File: src/rtl/core/hrp_pkg.sv
`default_nettype none
package hrp_pkg;

   localparam int MAX_REQUEST_BYTES = 4096;
   localparam int HEADER_LIMIT      = 32;

   // parse phases
   localparam logic [3:0] PH_METHOD  = 4'd0;
   localparam logic [3:0] PH_PATH    = 4'd1;
   localparam logic [3:0] PH_PARAM   = 4'd2;
   localparam logic [3:0] PH_VERSION = 4'd3;
   localparam logic [3:0] PH_HNAME   = 4'd4;
   localparam logic [3:0] PH_HSKIP   = 4'd5;
   localparam logic [3:0] PH_HVALUE  = 4'd6;
   localparam logic [3:0] PH_BODY    = 4'd7;
   localparam logic [3:0] PH_DRAIN   = 4'd8;

   // event kinds
   localparam logic [2:0] EV_METHOD  = 3'd0;
   localparam logic [2:0] EV_PATH    = 3'd1;
   localparam logic [2:0] EV_PARAM   = 3'd2;
   localparam logic [2:0] EV_VERSION = 3'd3;
   localparam logic [2:0] EV_HEADER  = 3'd4;
   localparam logic [2:0] EV_BODY    = 3'd5;
   localparam logic [2:0] EV_ERROR   = 3'd6;

   // error codes
   localparam logic [2:0] ERR_NONE      = 3'd0;
   localparam logic [2:0] ERR_METHOD    = 3'd1;
   localparam logic [2:0] ERR_LINE      = 3'd2;
   localparam logic [2:0] ERR_VERSION   = 3'd3;
   localparam logic [2:0] ERR_COLON     = 3'd4;
   localparam logic [2:0] ERR_HEADERS   = 3'd5;
   localparam logic [2:0] ERR_PARAMS    = 3'd6;
   localparam logic [2:0] ERR_TRUNCATED = 3'd7;

   // register indexes
   localparam logic [0:0] REG_MAX_HEADERS = 1'd0;
   localparam logic [0:0] REG_MAX_PARAMS  = 1'd1;

   typedef struct packed {
      logic [2:0]  event_kind;
      logic [11:0] span_start;
      logic [12:0] span_length;
      logic [11:0] value_start;
      logic [12:0] value_length;
      logic        has_value;
      logic [2:0]  method_code;
      logic [6:0]  version_value;
      logic [2:0]  error_code;
      logic        run_end;
   } event_type;

   // up to two events per byte
   typedef struct packed {
      logic      valid0;
      event_type ev0;
      logic      valid1;
      event_type ev1;
   } pair_type;

endpackage
`default_nettype wire

File: src/rtl/core/hrp_core.sv
`default_nettype none
module hrp_core (
   input  wire logic              clock,
   input  wire logic              reset,
   input  wire logic              step,
   input  wire logic [7:0]        byte_in,
   input  wire logic              final_byte,
   input  wire logic [5:0]        max_headers,
   input  wire logic [5:0]        max_params,
   output hrp_pkg::pair_type      pair
);
   import hrp_pkg::*;

   logic [3:0]  phase_ff, phase_in;
   logic [12:0] offset_ff, offset_in;
   logic [11:0] fstart_ff, fstart_in;
   logic [11:0] split_ff, split_in;
   logic        seen_ff, seen_in;
   logic [55:0] mbytes_ff, mbytes_in;
   logic [5:0]  hcount_ff, hcount_in;
   logic [5:0]  pcount_ff, pcount_in;
   logic [6:0]  vdig_ff, vdig_in;
   logic        cr_ff, cr_in;

   logic [2:0]  err;
   logic [12:0] off1;
   logic [12:0] pos;
   logic [11:0] cr_pos, vs;
   logic [5:0]  hlim;
   logic [2:0]  mcode;
   logic        mok;
   logic        is_digit;
   logic [7:0]  tag_byte;
   event_type   e;
   event_type   ee;

   function automatic event_type blank();
      event_type r;
      r = '0;
      return r;
   endfunction

   // method lookup
   always_comb begin
      mok = 1'b1;
      mcode = 3'd0;
      if (offset_ff == 13'd3 && mbytes_ff == 56'h474554) mcode = 3'd0;
      else if (offset_ff == 13'd4 && mbytes_ff == 56'h48454144) mcode = 3'd1;
      else if (offset_ff == 13'd4 && mbytes_ff == 56'h504F5354) mcode = 3'd2;
      else if (offset_ff == 13'd3 && mbytes_ff == 56'h505554) mcode = 3'd3;
      else if (offset_ff == 13'd6 && mbytes_ff == 56'h44454C455445) mcode = 3'd4;
      else if (offset_ff == 13'd7 && mbytes_ff == 56'h434F4E4E454354) mcode = 3'd5;
      else if (offset_ff == 13'd7 && mbytes_ff == 56'h4F5054494F4E53) mcode = 3'd6;
      else if (offset_ff == 13'd5 && mbytes_ff == 56'h5452414345) mcode = 3'd7;
      else mok = 1'b0;
   end

   always_comb begin
      pos = offset_ff - {1'b0, fstart_ff};
      case (pos[2:0])
         3'd0:    tag_byte = 8'h48;
         3'd1:    tag_byte = 8'h54;
         3'd2:    tag_byte = 8'h54;
         3'd3:    tag_byte = 8'h50;
         default: tag_byte = 8'h2F;
      endcase
      is_digit = (byte_in >= 8'h30) && (byte_in <= 8'h39);
      hlim = (max_headers < 6'(HEADER_LIMIT)) ? max_headers : 6'(HEADER_LIMIT);
      off1 = offset_ff + 13'd1;
      cr_pos = offset_ff[11:0] - 12'd1;
      vs = split_ff + 12'd2;
      if (vs > cr_pos) vs = cr_pos;
   end

   // per-byte parse step
   always_comb begin
      phase_in = phase_ff;  offset_in = offset_ff; fstart_in = fstart_ff;
      split_in = split_ff;  seen_in = seen_ff;     mbytes_in = mbytes_ff;
      hcount_in = hcount_ff; pcount_in = pcount_ff; vdig_in = vdig_ff;
      cr_in = cr_ff;
      err = ERR_NONE;
      pair = '0;
      e = blank();
      ee = blank();
      if (phase_ff == PH_DRAIN) begin
         if (final_byte) begin
            phase_in = PH_METHOD; offset_in = '0; fstart_in = '0; split_in = '0;
            seen_in = 1'b0; mbytes_in = '0; hcount_in = '0; pcount_in = '0;
            vdig_in = '0; cr_in = 1'b0;
         end
      end else begin
         if (offset_ff >= 13'(MAX_REQUEST_BYTES)) begin
            err = ERR_TRUNCATED;
         end else if (cr_ff) begin
            if (byte_in != 8'h0A) begin
               err = ERR_LINE;
            end else begin
               cr_in = 1'b0;
               if (phase_ff == PH_VERSION) begin
                  e.event_kind = EV_VERSION;
                  e.span_start = fstart_ff;
                  e.span_length = {1'b0, split_ff - fstart_ff};
                  e.version_value = vdig_ff;
                  pair.valid0 = 1'b1;
               end else if (phase_ff == PH_HVALUE) begin
                  e.event_kind = EV_HEADER;
                  e.span_start = fstart_ff;
                  e.span_length = {1'b0, split_ff - fstart_ff};
                  e.value_start = vs;
                  e.value_length = {1'b0, cr_pos - vs};
                  e.has_value = 1'b1;
                  pair.valid0 = 1'b1;
               end
               phase_in = (phase_ff == PH_HNAME) ? PH_BODY : PH_HNAME;
               fstart_in = off1[11:0];
            end
         end else begin
            case (phase_ff)
               PH_METHOD: begin
                  if (byte_in == 8'h20) begin
                     if (!mok) err = ERR_METHOD;
                     else begin
                        e.event_kind = EV_METHOD;
                        e.span_length = offset_ff;
                        e.method_code = mcode;
                        pair.valid0 = 1'b1;
                        phase_in = PH_PATH;
                        fstart_in = off1[11:0];
                     end
                  end else if (byte_in == 8'h0A) err = ERR_LINE;
                  else if (offset_ff >= 13'd7) err = ERR_METHOD;
                  else mbytes_in = {mbytes_ff[47:0], byte_in};
               end
               PH_PATH: begin
                  if (byte_in == 8'h3F || byte_in == 8'h20) begin
                     e.event_kind = EV_PATH;
                     e.span_start = fstart_ff;
                     e.span_length = offset_ff - {1'b0, fstart_ff};
                     pair.valid0 = 1'b1;
                     phase_in = (byte_in == 8'h3F) ? PH_PARAM : PH_VERSION;
                     fstart_in = off1[11:0];
                     seen_in = 1'b0;
                     vdig_in = '0;
                  end else if (byte_in == 8'h0A) err = ERR_LINE;
               end
               PH_PARAM: begin
                  if (byte_in == 8'h3D && !seen_ff) begin
                     seen_in = 1'b1;
                     split_in = offset_ff[11:0];
                  end else if (byte_in == 8'h26 || byte_in == 8'h20) begin
                     if (pcount_ff >= max_params) err = ERR_PARAMS;
                     else begin
                        e.event_kind = EV_PARAM;
                        e.span_start = fstart_ff;
                        if (seen_ff) begin
                           e.span_length = {1'b0, split_ff - fstart_ff};
                           e.value_start = split_ff + 12'd1;
                           e.value_length = offset_ff - {1'b0, split_ff} - 13'd1;
                           e.has_value = 1'b1;
                        end else begin
                           e.span_length = offset_ff - {1'b0, fstart_ff};
                        end
                        pair.valid0 = 1'b1;
                        pcount_in = pcount_ff + 6'd1;
                        fstart_in = off1[11:0];
                        seen_in = 1'b0;
                        if (byte_in == 8'h20) begin
                           phase_in = PH_VERSION;
                           vdig_in = '0;
                        end
                     end
                  end else if (byte_in == 8'h0A) err = ERR_LINE;
               end
               PH_VERSION: begin
                  if (byte_in == 8'h0A) err = ERR_LINE;
                  else if (byte_in == 8'h0D) begin
                     if (pos < 13'd8) err = ERR_VERSION;
                     else begin
                        cr_in = 1'b1;
                        split_in = offset_ff[11:0];
                     end
                  end else if (pos < 13'd5) begin
                     if (byte_in != tag_byte) err = ERR_VERSION;
                  end else if (pos == 13'd5 || pos == 13'd7) begin
                     if (!is_digit) err = ERR_VERSION;
                     else if (pos == 13'd5)
                        vdig_in = 7'((byte_in - 8'h30) * 8'd10);
                     else vdig_in = vdig_ff + 7'(byte_in - 8'h30);
                  end
               end
               PH_HNAME: begin
                  if (byte_in == 8'h3A) begin
                     if (hcount_ff >= hlim) err = ERR_HEADERS;
                     else begin
                        hcount_in = hcount_ff + 6'd1;
                        split_in = offset_ff[11:0];
                        phase_in = PH_HSKIP;
                     end
                  end else if (byte_in == 8'h0D) begin
                     if (offset_ff == {1'b0, fstart_ff}) cr_in = 1'b1;
                     else err = ERR_COLON;
                  end else if (byte_in == 8'h0A) err = ERR_LINE;
               end
               PH_HSKIP: begin
                  if (byte_in == 8'h0A) err = ERR_LINE;
                  else begin
                     if (byte_in == 8'h0D) cr_in = 1'b1;
                     phase_in = PH_HVALUE;
                  end
               end
               PH_HVALUE: begin
                  if (byte_in == 8'h0D) cr_in = 1'b1;
                  else if (byte_in == 8'h0A) err = ERR_LINE;
               end
               default: ;
            endcase
         end

         if (err != ERR_NONE) begin
            ee.event_kind = EV_ERROR;
            ee.span_start = offset_ff[11:0];
            ee.error_code = err;
            ee.run_end = 1'b1;
            pair.valid1 = 1'b1;
            phase_in = PH_DRAIN;
         end else begin
            offset_in = off1;
            if (final_byte) begin
               if (phase_in == PH_BODY && !cr_in) begin
                  // body entered on this byte is empty
                  ee.event_kind = EV_BODY;
                  ee.span_start = fstart_in;
                  ee.span_length = (phase_ff == PH_BODY) ?
                                   off1 - {1'b0, fstart_ff} : 13'd0;
               end else begin
                  ee.event_kind = EV_ERROR;
                  ee.span_start = offset_ff[11:0];
                  ee.error_code = ERR_TRUNCATED;
               end
               ee.run_end = 1'b1;
               pair.valid1 = 1'b1;
            end
         end
         if (final_byte) begin
            phase_in = PH_METHOD; offset_in = '0; fstart_in = '0; split_in = '0;
            seen_in = 1'b0; mbytes_in = '0; hcount_in = '0; pcount_in = '0;
            vdig_in = '0; cr_in = 1'b0;
         end
      end
      pair.ev0 = e;
      pair.ev1 = ee;
   end

   always_ff @(posedge clock) begin
      if (reset) begin
         phase_ff <= PH_METHOD; offset_ff <= '0; fstart_ff <= '0; split_ff <= '0;
         seen_ff <= 1'b0; mbytes_ff <= '0; hcount_ff <= '0; pcount_ff <= '0;
         vdig_ff <= '0; cr_ff <= 1'b0;
      end else if (step) begin
         phase_ff <= phase_in; offset_ff <= offset_in; fstart_ff <= fstart_in;
         split_ff <= split_in; seen_ff <= seen_in; mbytes_ff <= mbytes_in;
         hcount_ff <= hcount_in; pcount_ff <= pcount_in; vdig_ff <= vdig_in;
         cr_ff <= cr_in;
      end
   end
endmodule
`default_nettype wire

File: src/rtl/core/hrp_outq.sv
`default_nettype none
module hrp_outq (
   input  wire logic              clock,
   input  wire logic              reset,
   input  wire logic              push,
   input  wire hrp_pkg::pair_type pair,
   output logic                   room,
   output logic                   out_valid,
   output hrp_pkg::event_type     out_event,
   input  wire logic              out_stall
);
   import hrp_pkg::*;

   // four-entry event queue; a byte needs two free slots
   event_type  q_ff [4];
   logic [1:0] rd_ff, wr_ff;
   logic [2:0] cnt_ff, cnt_in;
   logic       pop;
   logic [1:0] n_push;

   assign room      = (cnt_ff <= 3'd2) || (cnt_ff == 3'd3 && !out_stall);
   assign out_valid = (cnt_ff != 3'd0);
   assign out_event = q_ff[rd_ff];
   assign pop       = out_valid && !out_stall;
   assign n_push    = push ? (2'(pair.valid0) + 2'(pair.valid1)) : 2'd0;
   assign cnt_in    = cnt_ff + 3'(n_push) - 3'(pop);

   always_ff @(posedge clock) begin
      if (reset) begin
         rd_ff <= '0; wr_ff <= '0; cnt_ff <= '0;
      end else begin
         cnt_ff <= cnt_in;
         rd_ff  <= rd_ff + 2'(pop);
         wr_ff  <= wr_ff + n_push;
      end
   end

   always_ff @(posedge clock) begin
      if (push) begin
         if (pair.valid0) begin
            q_ff[wr_ff] <= pair.ev0;
            if (pair.valid1) q_ff[wr_ff + 2'd1] <= pair.ev1;
         end else if (pair.valid1) begin
            q_ff[wr_ff] <= pair.ev1;
         end
      end
   end
endmodule
`default_nettype wire

File: src/rtl/core/http_request_header_parser_unit.sv
`default_nettype none
// HTTP request parser: one request byte per word, final_byte on the last.
// Emits method, path, param, version, header and body span events, or an
// error event that ends the request. Each byte is parsed by the parse
// stage and its zero to two events go into a four-entry queue, so a byte
// is taken every cycle while the result side keeps pace; req_stall rises
// only when the queue lacks room for two events.
module http_request_header_parser_unit (
   input  wire logic        clock,
   input  wire logic        reset,
   input  wire logic        req_valid,
   output logic             req_stall,
   input  wire logic [7:0]  req_byte_in,
   input  wire logic        req_final_byte,
   output logic             rsp_valid,
   input  wire logic        rsp_stall,
   output logic [2:0]       rsp_event_kind,
   output logic [11:0]      rsp_span_start,
   output logic [12:0]      rsp_span_length,
   output logic [11:0]      rsp_value_start,
   output logic [12:0]      rsp_value_length,
   output logic             rsp_has_value,
   output logic [2:0]       rsp_method_code,
   output logic [6:0]       rsp_version_value,
   output logic [2:0]       rsp_error_code,
   output logic             rsp_run_end,
   input  wire logic        csr_valid,
   output logic             csr_ready,
   input  wire logic [0:0]  csr_index,
   input  wire logic [5:0]  csr_data
);
   import hrp_pkg::*;

   logic [5:0] max_headers_ff, max_params_ff;
   logic       room, step;
   pair_type   pair;
   event_type  ev;

   assign csr_ready = 1'b1;
   assign req_stall = !room;
   assign step      = req_valid && room;

   // config registers
   always_ff @(posedge clock) begin
      if (reset) begin
         max_headers_ff <= 6'd16;
         max_params_ff  <= 6'd16;
      end else if (csr_valid) begin
         case (csr_index)
            REG_MAX_HEADERS: max_headers_ff <= csr_data;
            REG_MAX_PARAMS:  max_params_ff  <= csr_data;
            default: ;
         endcase
      end
   end

   hrp_core u_core (
      .clock(clock), .reset(reset), .step(step),
      .byte_in(req_byte_in), .final_byte(req_final_byte),
      .max_headers(max_headers_ff), .max_params(max_params_ff), .pair(pair)
   );

   hrp_outq u_outq (
      .clock(clock), .reset(reset), .push(step), .pair(pair), .room(room),
      .out_valid(rsp_valid), .out_event(ev), .out_stall(rsp_stall)
   );

   assign rsp_event_kind    = ev.event_kind;
   assign rsp_span_start    = ev.span_start;
   assign rsp_span_length   = ev.span_length;
   assign rsp_value_start   = ev.value_start;
   assign rsp_value_length  = ev.value_length;
   assign rsp_has_value     = ev.has_value;
   assign rsp_method_code   = ev.method_code;
   assign rsp_version_value = ev.version_value;
   assign rsp_error_code    = ev.error_code;
   assign rsp_run_end       = ev.run_end;
endmodule
`default_nettype wire
File: config.mk
export PLATFORM = sky130hd
export DESIGN_NAME = http_request_header_parser_unit
export DESIGN_NICKNAME = d
export VERILOG_FILES = /design/src/rtl/core/hrp_pkg.sv /design/src/rtl/core/hrp_core.sv /design/src/rtl/core/hrp_outq.sv /design/src/rtl/core/http_request_header_parser_unit.sv
export SDC_FILE = /design/constraint.sdc
export NUM_CORES = 1
export LEC_CHECK = 0
export BUFFER_PORTS_ARGS = -buffer_cell sky130_fd_sc_hd__buf_2
export CAP_MARGIN = 20
export CELL_PAD_IN_SITES_DETAIL_PLACEMENT = 1
export CELL_PAD_IN_SITES_GLOBAL_PLACEMENT = 1
export CORE_MARGIN = 2
export CORE_UTILIZATION = 40
export DETAILED_ROUTE_END_ITERATION = 7
export PLACE_DENSITY = 0.76
export SETUP_SLACK_MARGIN = 0.05
export SYNTH_ARGS = -nofsm -noshare
export SYNTH_HDL_FRONTEND = slang
export SYNTH_SLANG_ARGS = --single-unit
File: constraint.sdc
create_clock -name clock -period 15.5 [get_ports clock]
set_input_delay 2.325 -clock clock [delete_from_list [all_inputs] [get_ports clock]]
set_output_delay 2.325 -clock clock [all_outputs]
set_load 0.05 [all_outputs]
# Word level (Yosys, flattened, before mapping)
# Memories as Yosys holds them, arrays and structs flattened. A register that Yosys moved wholly into a read port is not among the register bits.
# Index checks and enable logic that the tools add are counted.
# totals
reg_bits	137
ram_bits	272
out_inout_bits	71
elab_cells	387
mem_count	1
# op_classes
addsub	20
mul	1
magnitude_cmp	11
eq_ne	65
n_mux	227
bitwise_logic	2
n_reduce_logical	45
# mem_list
memory	words	width	read_ports	rd_clocked_by_memory_dff	write_ports	line	text
u_outq.q_ff	4	68	1	1	2	hrp_outq.sv:15	event_type q_ff [4];
# op_table
operator	n
$mux W56	9
$mux W12	23
$mux W54	5
$mux W7	19
$mux W13	10
$mux W64	2
$eq A56 B23 Y1 const B	2
$eq A56 B31 Y1 const B	2
$eq A56 B55 Y1 const B	2
$mux W26	4
$mux W6	17
$mux W28	3
$mux W3	28
$mux W4	21
$eq A13 B3 Y1 const B	6
$pmux W12 S3	2
$mux W68	1
$mux W1	59
$eq A56 B39 Y1 const B	1
$eq A56 B47 Y1 const B	1
$mux W53	1
$pmux W7 S3	2
$eq A8 B6 Y1 const B	5
$pmux W13 S3	1
70 further kinds	145

# Longest topological paths before layout
# Gate-level depths: netlist (run 1).
# logic_depth
depth_word	24
mapped_depth	28

# Cells and area by module
# A second synthesis (run 1) with hierarchy kept.
# hier_totals
hier_cells	2433
hier_area_um2	26462.9
# by_module_without_submodules
mod	n_inst	cells_per_inst	area_each_um2	seq_area_each_um2
hrp_outq	1	720	13661.9	8308.0
hrp_core	1	1662	12266.8	2362.3
http_request_header_parser_unit	1	51	534.3	240.2

# Worst setup path before layout (run 1)
# No wires, ideal clock.
# synth_path
path_type	input -> register
start	in req_byte_in[2]
end	mem u_outq.q_ff[0][0] in the netlist's numbering (enable)
setup_time_ps	478
arrival_time_ps	6704
setup_slack_ps	8318
cell_stages	17
path_buffers	6
path_cell_list	clkbuf_1 > and4bb_2 > and3_1 > clkbuf_1 > o21ai_0 > or4_1 > nor3_4 > nor2_2 > buf_2 > nor2_1 > nor2_1 > ha_1 > clkbuf_1 > o211ai_1 > buf_2 > buf_1 > nand2_1
# synth_rtl
element	line	text
from (decl)	http_request_header_parser_unit.sv:13	input wire logic [7:0] req_byte_in,
to (decl)	hrp_outq.sv:15	

==> reports/qor.csv, run 1 <==
metric,value,unit
post_drt_wl_per_cell,25.3,um
cts_buffers,48,
io_pins,92,
p_clk_share,39.6,%
dp_cells,3473,
fin_setup_tns,0,ns
die_h,252,um
gp_congestion,0.949,
power_frac_seq,39.9,%
hold_depth,2,
path_class,input port to flip-flop,
crit_start,req_byte_in[5],
start_util,40.6,%
syn_area,24600,sq um
cts_tree,yes,
holdPathEnd,u_core.mbytes_ff[53]$_SDFFE_PP0P_,
fp.dieW,252,um
crit_required,15.96,ns
clk-insertion-delay-late,0.62,ns
path_cells,buf_2 > ha_1 > nor3b_1 > a21boi_0 > o21ai_0 > a32oi_1 > or4_1 > nor3_4 > nor2_2 > nor2_1 > nor2_1 > ha_1 > nand2_1 > and3_1 > nand3_1 > a2111oi_4 > nand2_1 > o211ai_2,
yosysUniqueCellTypes,95,
viasPerCell,6.29,
cellInternalPower,2.00,mW
path_clk_slew,0.06,ns
core_area,60600,sq um
yosys_most_used_dff,dfxtp_1,
power_switching,0.937,mW
netlist_top_cells_area,"dfxtp_1 (23%), edfxtp_1 (16%), mux4_2 (6.2%)",
tightest_slew,1.11,ns
clock_skew,0.0375,ns
root_buffer,clkbuf_16,
p_leak,9.61,nW
die_area,63400,sq um
remaining_drc_errors,0,
irDropWorstVdd,83.0,uV
antenna_found_initial,9,
path_buf_inv,1,
startpoint_type,input port,
grt_pass1_wl,138000,um
worst_hold_slack,0.452,ns
r2r_setup_slack,8.11,ns
crit_fanout,15,
cp-end-kind,flip-flop,
syn_to_final_growth,11.3,%
yosysTopAreaCellShare,22.9,%
vias,22460,
syn_avg_cell_area,8.97,sq um
synth-edff-count,128,
rsz0062_at_grt,false,
netlist_instances,2741,
clock_path_buffers,3,
final_max_slew_viol_count,0,
yosysTopAreaCell,dfxtp_1,
stdcell_area,27400,sq um
r2r_start,u_core.offset_ff[5]$_SDFFE_PP0P_,
arrival,8.12,ns
grt_max_degree,89,
period_minus_slack,7.66,ns
powerDensity,107,nW/um^2
async_flop_share,0,%
postSynthRegisterBits,409,
max_freq,0.131,GHz
critPathTopFamily,simple AND/OR/NAND/NOR gates,
cts-resized-gates,0,
outcome,"finished, final reports clean",
cts.sinks,409,
hold_violations,0,
finalCritPeriodShare,49.4,%
slowest_stage,a2111oi_4,
drt-initial-drc-count,1625,
rr_endpoint,u_outq.q_ff[3][25]$_SDFFE_PP0N_,
grt_pass1_vias,22940,
drive_gt1_share,12.8,%
finalSetupViolCount,0,
dr.pass1.iters,5,
total_power,2.94,mW
p_comb_share,20.6,%
critPathMaxStageDelay,0.97,ns
drv_cap,0,
cts_max_level,2,
routed_wl,90200,um
postCtsHoldBufs,0,
grt_use_total,28.0,%
ant_nets,0,
nNetsFinal,2885,
place_area,25700,sq um
port_buffers,90,
p_sw_share,31.9,%
cts_setup_buffers,0,
dp_hpwl,63300,um
grt_overflow,0,
hold_start,u_core.mbytes_ff[53]$_SDFFE_PP0P_,
syn_nets,2881,
ff2ff_path_depth,25,
slew_headroom,24.2,%
ys_warn_count,0,
final_cells,3568,
seq_area_frac_synth,38.5,%
fp-row-count,90,
worstHoldPathType,flip-flop to flip-flop,
[cell type report]
cell class / instances / area, sq um
repair buffers: 141 / 847
diodes: 6 / 15.0
flip-flops and latches: 409 / 9480
inverters: 97 / 364
clock inverters: 19 / 253
clock buffers: 66 / 1350
well taps: 782 / 978
fillers: 6957 / 33200
multi-input cells: 2048 / 14100
[cells by family (layout without fill, tap and decap cells)]
logic type / Yosys count / after routing / synth area share [%]
and+or+nand+nor: 1033 / 1033 / 21.4
AOI/OAI and AO/OA: 690 / 690 / 18.0
DFF: 409 / 409 / 38.5
buffers and inverters: 284 / 323 / 4.53
adders and majority gates: 119 / 119 / 6.30
xor gates and xnor gates: 113 / 113 / 4.03
muxes: 92 / 92 / 7.22
other: 1 / 7 / 0.0153
[how the worst max path moves through the flow]
stage,slack (ns),cells past startpoint,endpoint
finish,7.84,18,u_outq.q_ff[2][54]$_DFFE_PP_
floorplan,8.32,17,u_outq.q_ff[0][0]$_DFFE_PP_
CTS,7.97,18,u_outq.q_ff[1][53]$_DFFE_PP_
global route,7.42,18,u_outq.q_ff[1][53]$_DFFE_PP_
detailed placement,7.39,18,u_outq.q_ff[1][56]$_DFFE_PP_
global placement,7.49,18,u_outq.q_ff[1][56]$_DFFE_PP_
[layout by cell type (no fill, tap or decap), drive strengths merged, types with 68 or more instances in the layout]
| cell | count |
|---|---|
| a21oi | 141 |
| ha | 111 |
| xnor2 | 71 |
| nor2 | 200 |
| inv | 99 |
| clkbuf | 68 |
| edfxtp | 128 |
| dfxtp | 281 |
| o21ai | 251 |
| nand3 | 250 |
| nand2 | 253 |
| buf | 139 |
| mux4 | 68 |
[layer usage]
layer / vias up / track usage, % / wire [um]
li1: 10140 / - / -
met5: - / 0 / 34
met1: 11226 / 36.5 / 38100
met4: 6 / 11.3 / 3400
met2: 881 / 45.1 / 41600
met3: 207 / 6.09 / 7040
[per-stage QoR]
stage	util, %	setup WS, ns
after CTS	45.1	7.97
final	45.2	7.84
after detailed placement	42.4	7.39
after floorplan	-	8.32
after global placement	42.4	7.49
after global routing	45.1	7.42
[power groups by stage]
stage          combinational, mW  sequential (mW)  clock [mW]
5_1_grt                    0.641             1.18        1.22
2_1_floorplan              0.475             1.16           0
3_5_place_dp               0.602             1.20           0
3_3_place_gp               0.591             1.20           0
6_report                   0.604             1.17        1.16
4_1_cts                    0.604             1.17        1.18
[worst reg2reg max path, delay by kind of cell (launching register included)]
| kind | cells | cell delay, ns |
|---|---|---|
| AO/OA/AOI/OAI | 12 | 3.03 |
| adder cells (fa/ha/maj) | 3 | 0.97 |
| buffers and inverters | 2 | 0.36 |
| AND/OR/NAND/NOR | 6 | 2.03 |
| XOR/XNOR | 2 | 0.34 |
| flip-flops | 1 | 0.49 |
[registers in the layout (all words and copies together), names as in the netlist, 2 cells and up]
name and cells:
u_core.vdig_ff 7, u_outq.wr_ff 2, u_outq.cnt_ff 3, max_headers_ff 6, u_outq.q_ff 272, u_core.mbytes_ff 56
u_core.pcount_ff 6, u_core.fstart_ff 12, u_core.phase_ff 4, u_core.hcount_ff 6, u_core.split_ff 12, u_core.offset_ff 13
max_params_ff 6, u_outq.rd_ff 2
[cell usage after synthesis, types with 17 or more instances]
cell type / number
dfxtp_1: 281
nand2_1: 253
nand3_1: 250
o21ai_0: 244
nor2_1: 199
clkbuf_1: 149
a21oi_1: 141
edfxtp_1: 128
ha_1: 111
inv_1: 96
xnor2_1: 71
mux4_2: 68
o22ai_1: 49
o211ai_1: 46
nor3_1: 42
xor2_1: 42
nand4_1: 41
nand3b_1: 40
nor2b_1: 30
or3_1: 28
a21o_1: 26
mux2i_1: 22
a22oi_1: 19
and3_1: 19
nand2b_1: 19
buf_1: 17
nor4_1: 17
Note: power is estimated with default switching activity, not from simulation.
==> run 2, diff against run 1 <==
--- a/config.mk
+++ b/config.mk
@@ -5,6 +5,7 @@
 export SDC_FILE = /design/constraint.sdc
 export NUM_CORES = 1
 export LEC_CHECK = 0
+export ABC_AREA = 1
 export BUFFER_PORTS_ARGS = -buffer_cell sky130_fd_sc_hd__buf_2
 export CAP_MARGIN = 20
 export CELL_PAD_IN_SITES_DETAIL_PLACEMENT = 1
@@ -12,7 +13,7 @@
 export CORE_MARGIN = 2
 export CORE_UTILIZATION = 40
 export DETAILED_ROUTE_END_ITERATION = 7
-export PLACE_DENSITY = 0.76
+export PLACE_DENSITY = 0.8
 export SETUP_SLACK_MARGIN = 0.05
 export SYNTH_ARGS = -nofsm -noshare
 export SYNTH_HDL_FRONTEND = slang
==> constraint.sdc (replaced) <==
create_clock -name clock -period 7.3 [get_ports clock]
set_input_delay 1.095 -clock clock [delete_from_list [all_inputs] [get_ports clock]]
set_output_delay 1.095 -clock clock [all_outputs]
set_load 0.05 [all_outputs]
==> reports/qor.csv, run 2 <==
metric,value,unit,change
cts_max_level,2,,unchanged
clk-insertion-delay-late,0.60,ns,-0.02 ns
grt_overflow,0,,unchanged
largest_reg_flops,272,,unchanged
port_buffers,90,,unchanged
routed_wl,104000,um,+15%
cts_setup_buffers,0,,unchanged
period_minus_slack,6.89,ns,
nNetsFinal,3988,,+38%
path_buf_inv,3,,+2
yosysTopAreaCell,dfxtp_1,,
syn_avg_cell_area,6.89,sq um,-23%
tightest_slew,1.08,ns,-0.0245 ns
power_switching,5.51,mW,+490%
top_regs,"u_outq.q_ff x272, u_core.mbytes_ff x56, u_core.offset_ff x13",,
yosysMostFrequentCell,nand2_1,,
syn_to_final_growth,10.1,%,
max_freq,0.145,GHz,
grt_use_total,29.6,%,+1.6 points
yosysUniqueCellTypes,67,,-29%
final_max_slew_viol_count,0,,unchanged
dp_hpwl,74100,um,+17%
slew_headroom,27.7,%,+3.5 points
ant_nets,0,,unchanged
power_frac_seq,26.3,%,-14 points
grt_pass1_vias,26713,,+16%
core_area,65700,sq um,+8.5%
viasPerCell,5.80,,-7.8%
p_leak,12.4,nW,+29%
path_class,flip-flop to flip-flop,,
postCtsHoldBufs,0,,unchanged
total_power,10.9,mW,+270%
powerDensity,372,nW/um^2,+250%
postSynthRegisterBits,409,,unchanged
yosys_most_used_dff,dfxtp_1,,
outcome,"finished, final reports clean",,
drt-initial-drc-count,2357,,+45%
fillers,8489,,+22%
top_register,u_outq.q_ff,,
ys_warn_count,0,,unchanged
gp_congestion,1.07,,+13%
antenna_found_initial,2,,-7
synth-edff-count,128,,unchanged
seqCellArea,9480,sq um,unchanged
crit_required,7.84,ns,-8.12 ns
drv_cap,0,,unchanged
post_drt_wl_per_cell,21.9,um,-13%
p_clk_share,22.1,%,-18 points
clock_skew,0.0225,ns,-0.0150 ns
vias,27561,,+23%
synth_top_cells_by_count,"nand2_1 (936), nor2_1 (418), o21ai_0 (344)",,
layout_commonest_cell,nand2_1,,
io_pins,92,,unchanged
worstHoldPathType,flip-flop to flip-flop,,
multiInputGateArea,15000,sq um,+6.9%
yosysTopAreaCellShare,21.2,%,-1.7 points
fin_setup_tns,0,ns,unchanged
clock_path_buffers,3,,unchanged
critPathTopFamily,simple AND/OR/NAND/NOR gates,,
die_h,262,um,+3.9%
netlist_top_cells_area,"dfxtp_1 (21%), edfxtp_1 (14%), nand2_1 (13%)",,
dr.pass1.iters,5,,unchanged
irDropWorstVdd,183,uV,+120%
hold_violations,0,,unchanged
grt_max_degree,80,,-10%
finalCritPeriodShare,94.4,%,
r2r_setup_slack,0.41,ns,-7.70 ns
cp-end-kind,flip-flop,,
seq_area_frac_synth,35.6,%,-2.9 points
dp_slack,0.643,ns,-6.74 ns
syn_nets,3997,,+39%
arrival,7.43,ns,-0.69 ns
fp-row-count,94,,+4.4%
slowest_stage,nor2_4,,
crit_fanout,22,,+7
cts-resized-gates,0,,unchanged
grt_pass1_wl,158000,um,+14%
path_clk_slew,0.06,ns,about the same
remaining_drc_errors,0,,unchanged
cellInternalPower,5.38,mW,+170%
startpoint_type,flip-flop,,
final_cell_mix,"nand2_1 (934), nor2_1 (417), o21ai_0 (344)",,
cts.sinks,409,,unchanged
die_area,68500,sq um,+8.1%
p_sw_share,50.6,%,+19 points
cts_buffers,48,,unchanged
cts_tree,yes,,
netlist_instances,3857,,+41%
syn_area,26600,sq um,+8.2%
start_util,40.4,%,-0.13 points
root_buffer,clkbuf_16,,
p_comb_share,51.6,%,+31 points
critPathMaxStageDelay,0.66,ns,-0.31 ns
finalSetupViolCount,0,,unchanged
fp.dieW,262,um,+3.9%
drive_gt1_share,8.42,%,-4.4 points
setup_ws,0.411,ns,-7.43 ns
rsz0062_at_grt,false,,
async_flop_share,0,%,unchanged
crit_top_cell,nand2_1,,
==> run 2: cell count changes in the layout (fill, tap and decap cells not counted), moves of 68 or more <==
cell / before / now
nor2_1: 198 / 417
mux4_2: 68 / 0
inv_1: 96 / 304
a21oi_1: 141 / 242
o21ai_0: 243 / 344
nand2_1: 253 / 934
==> run 2: final timing paths <==
path	startpoint	endpoint	cells past startpoint
hold / removal	u_outq.q_ff[2][32]$_SDFFE_PP0N_	u_outq.q_ff[2][32]$_SDFFE_PP0N_	2
hold reg to reg	u_outq.q_ff[2][32]$_SDFFE_PP0N_	u_outq.q_ff[2][32]$_SDFFE_PP0N_	2
setup reg to reg	u_core.offset_ff[1]$_SDFFE_PP0P_	u_outq.q_ff[3][35]$_SDFFE_PP0N_	25
setup / recovery	u_core.offset_ff[1]$_SDFFE_PP0P_	u_outq.q_ff[3][35]$_SDFFE_PP0N_	25
==> run 2: power by group through the flow <==
stage / Clock, mW / Combinational [mW] / Sequential, mW
3_5_place_dp: 0 / 5.48 / 2.90
2_1_floorplan: 0 / 3.99 / 2.75
6_report: 2.41 / 5.62 / 2.86
5_1_grt: 2.53 / 6.10 / 2.89
4_1_cts: 2.45 / 5.52 / 2.86
3_3_place_gp: 0 / 5.40 / 2.89
==> run 2: per-stage QoR <==
step	utilization [%]	std cells	area (sq um)	hold slack (ns)
after floorplan	-	3857	26600	0.429
after global placement	42.1	4660	27700	0.449
after detailed placement	42.1	4660	27700	0.454
after CTS	44.5	4747	29200	0.463
after global routing	44.5	4750	29300	0.477
final	44.5	4751	29300	0.462
==> run 2: layout make-up <==
class	instances	share of cell area (%)
timing repair buffer	139	2.90
sequential	409	32.4
antenna	2	0.0171
clock inverter	21	0.641
tap	864	3.69
clock buffer	66	4.65
inverter	336	4.33
multi-input combinational	2914	51.4
==> run 2: cells by family (layout without fill, tap and decap cells) <==
logic type | Yosys count | after routing | synth area share (%)
flops | 409 | 409 | 35.6
fa+ha+maj | 119 | 119 | 5.83
xor+xnor | 71 | 71 | 2.34
buf+inv | 534 | 562 | 7.91
simple gates | 1890 | 1890 | 30.7
other cells | 1 | 3 | 0.0141
compound gates | 833 | 833 | 17.6
==> run 2: per-layer routing <==
layer / track usage (%) / share of wire (%) / routed length [um] / vias to the layer above
met5: 0 / 0.012 / 12 / -
met4: 8.82 / 3.1 / 3180 / 2
met3: 4.22 / 6.6 / 6910 / 188
li1: - / - / - / 12995
met1: 39.9 / 44 / 46000 / 13451
met2: 49.0 / 46 / 47900 / 925
==> run 2: worst min-delay path: cells and delay by family, from the launching register on <==
family	cells	cell delay, ns
flip-flops	1	0.31
AND/OR/NAND/NOR	2	0.11
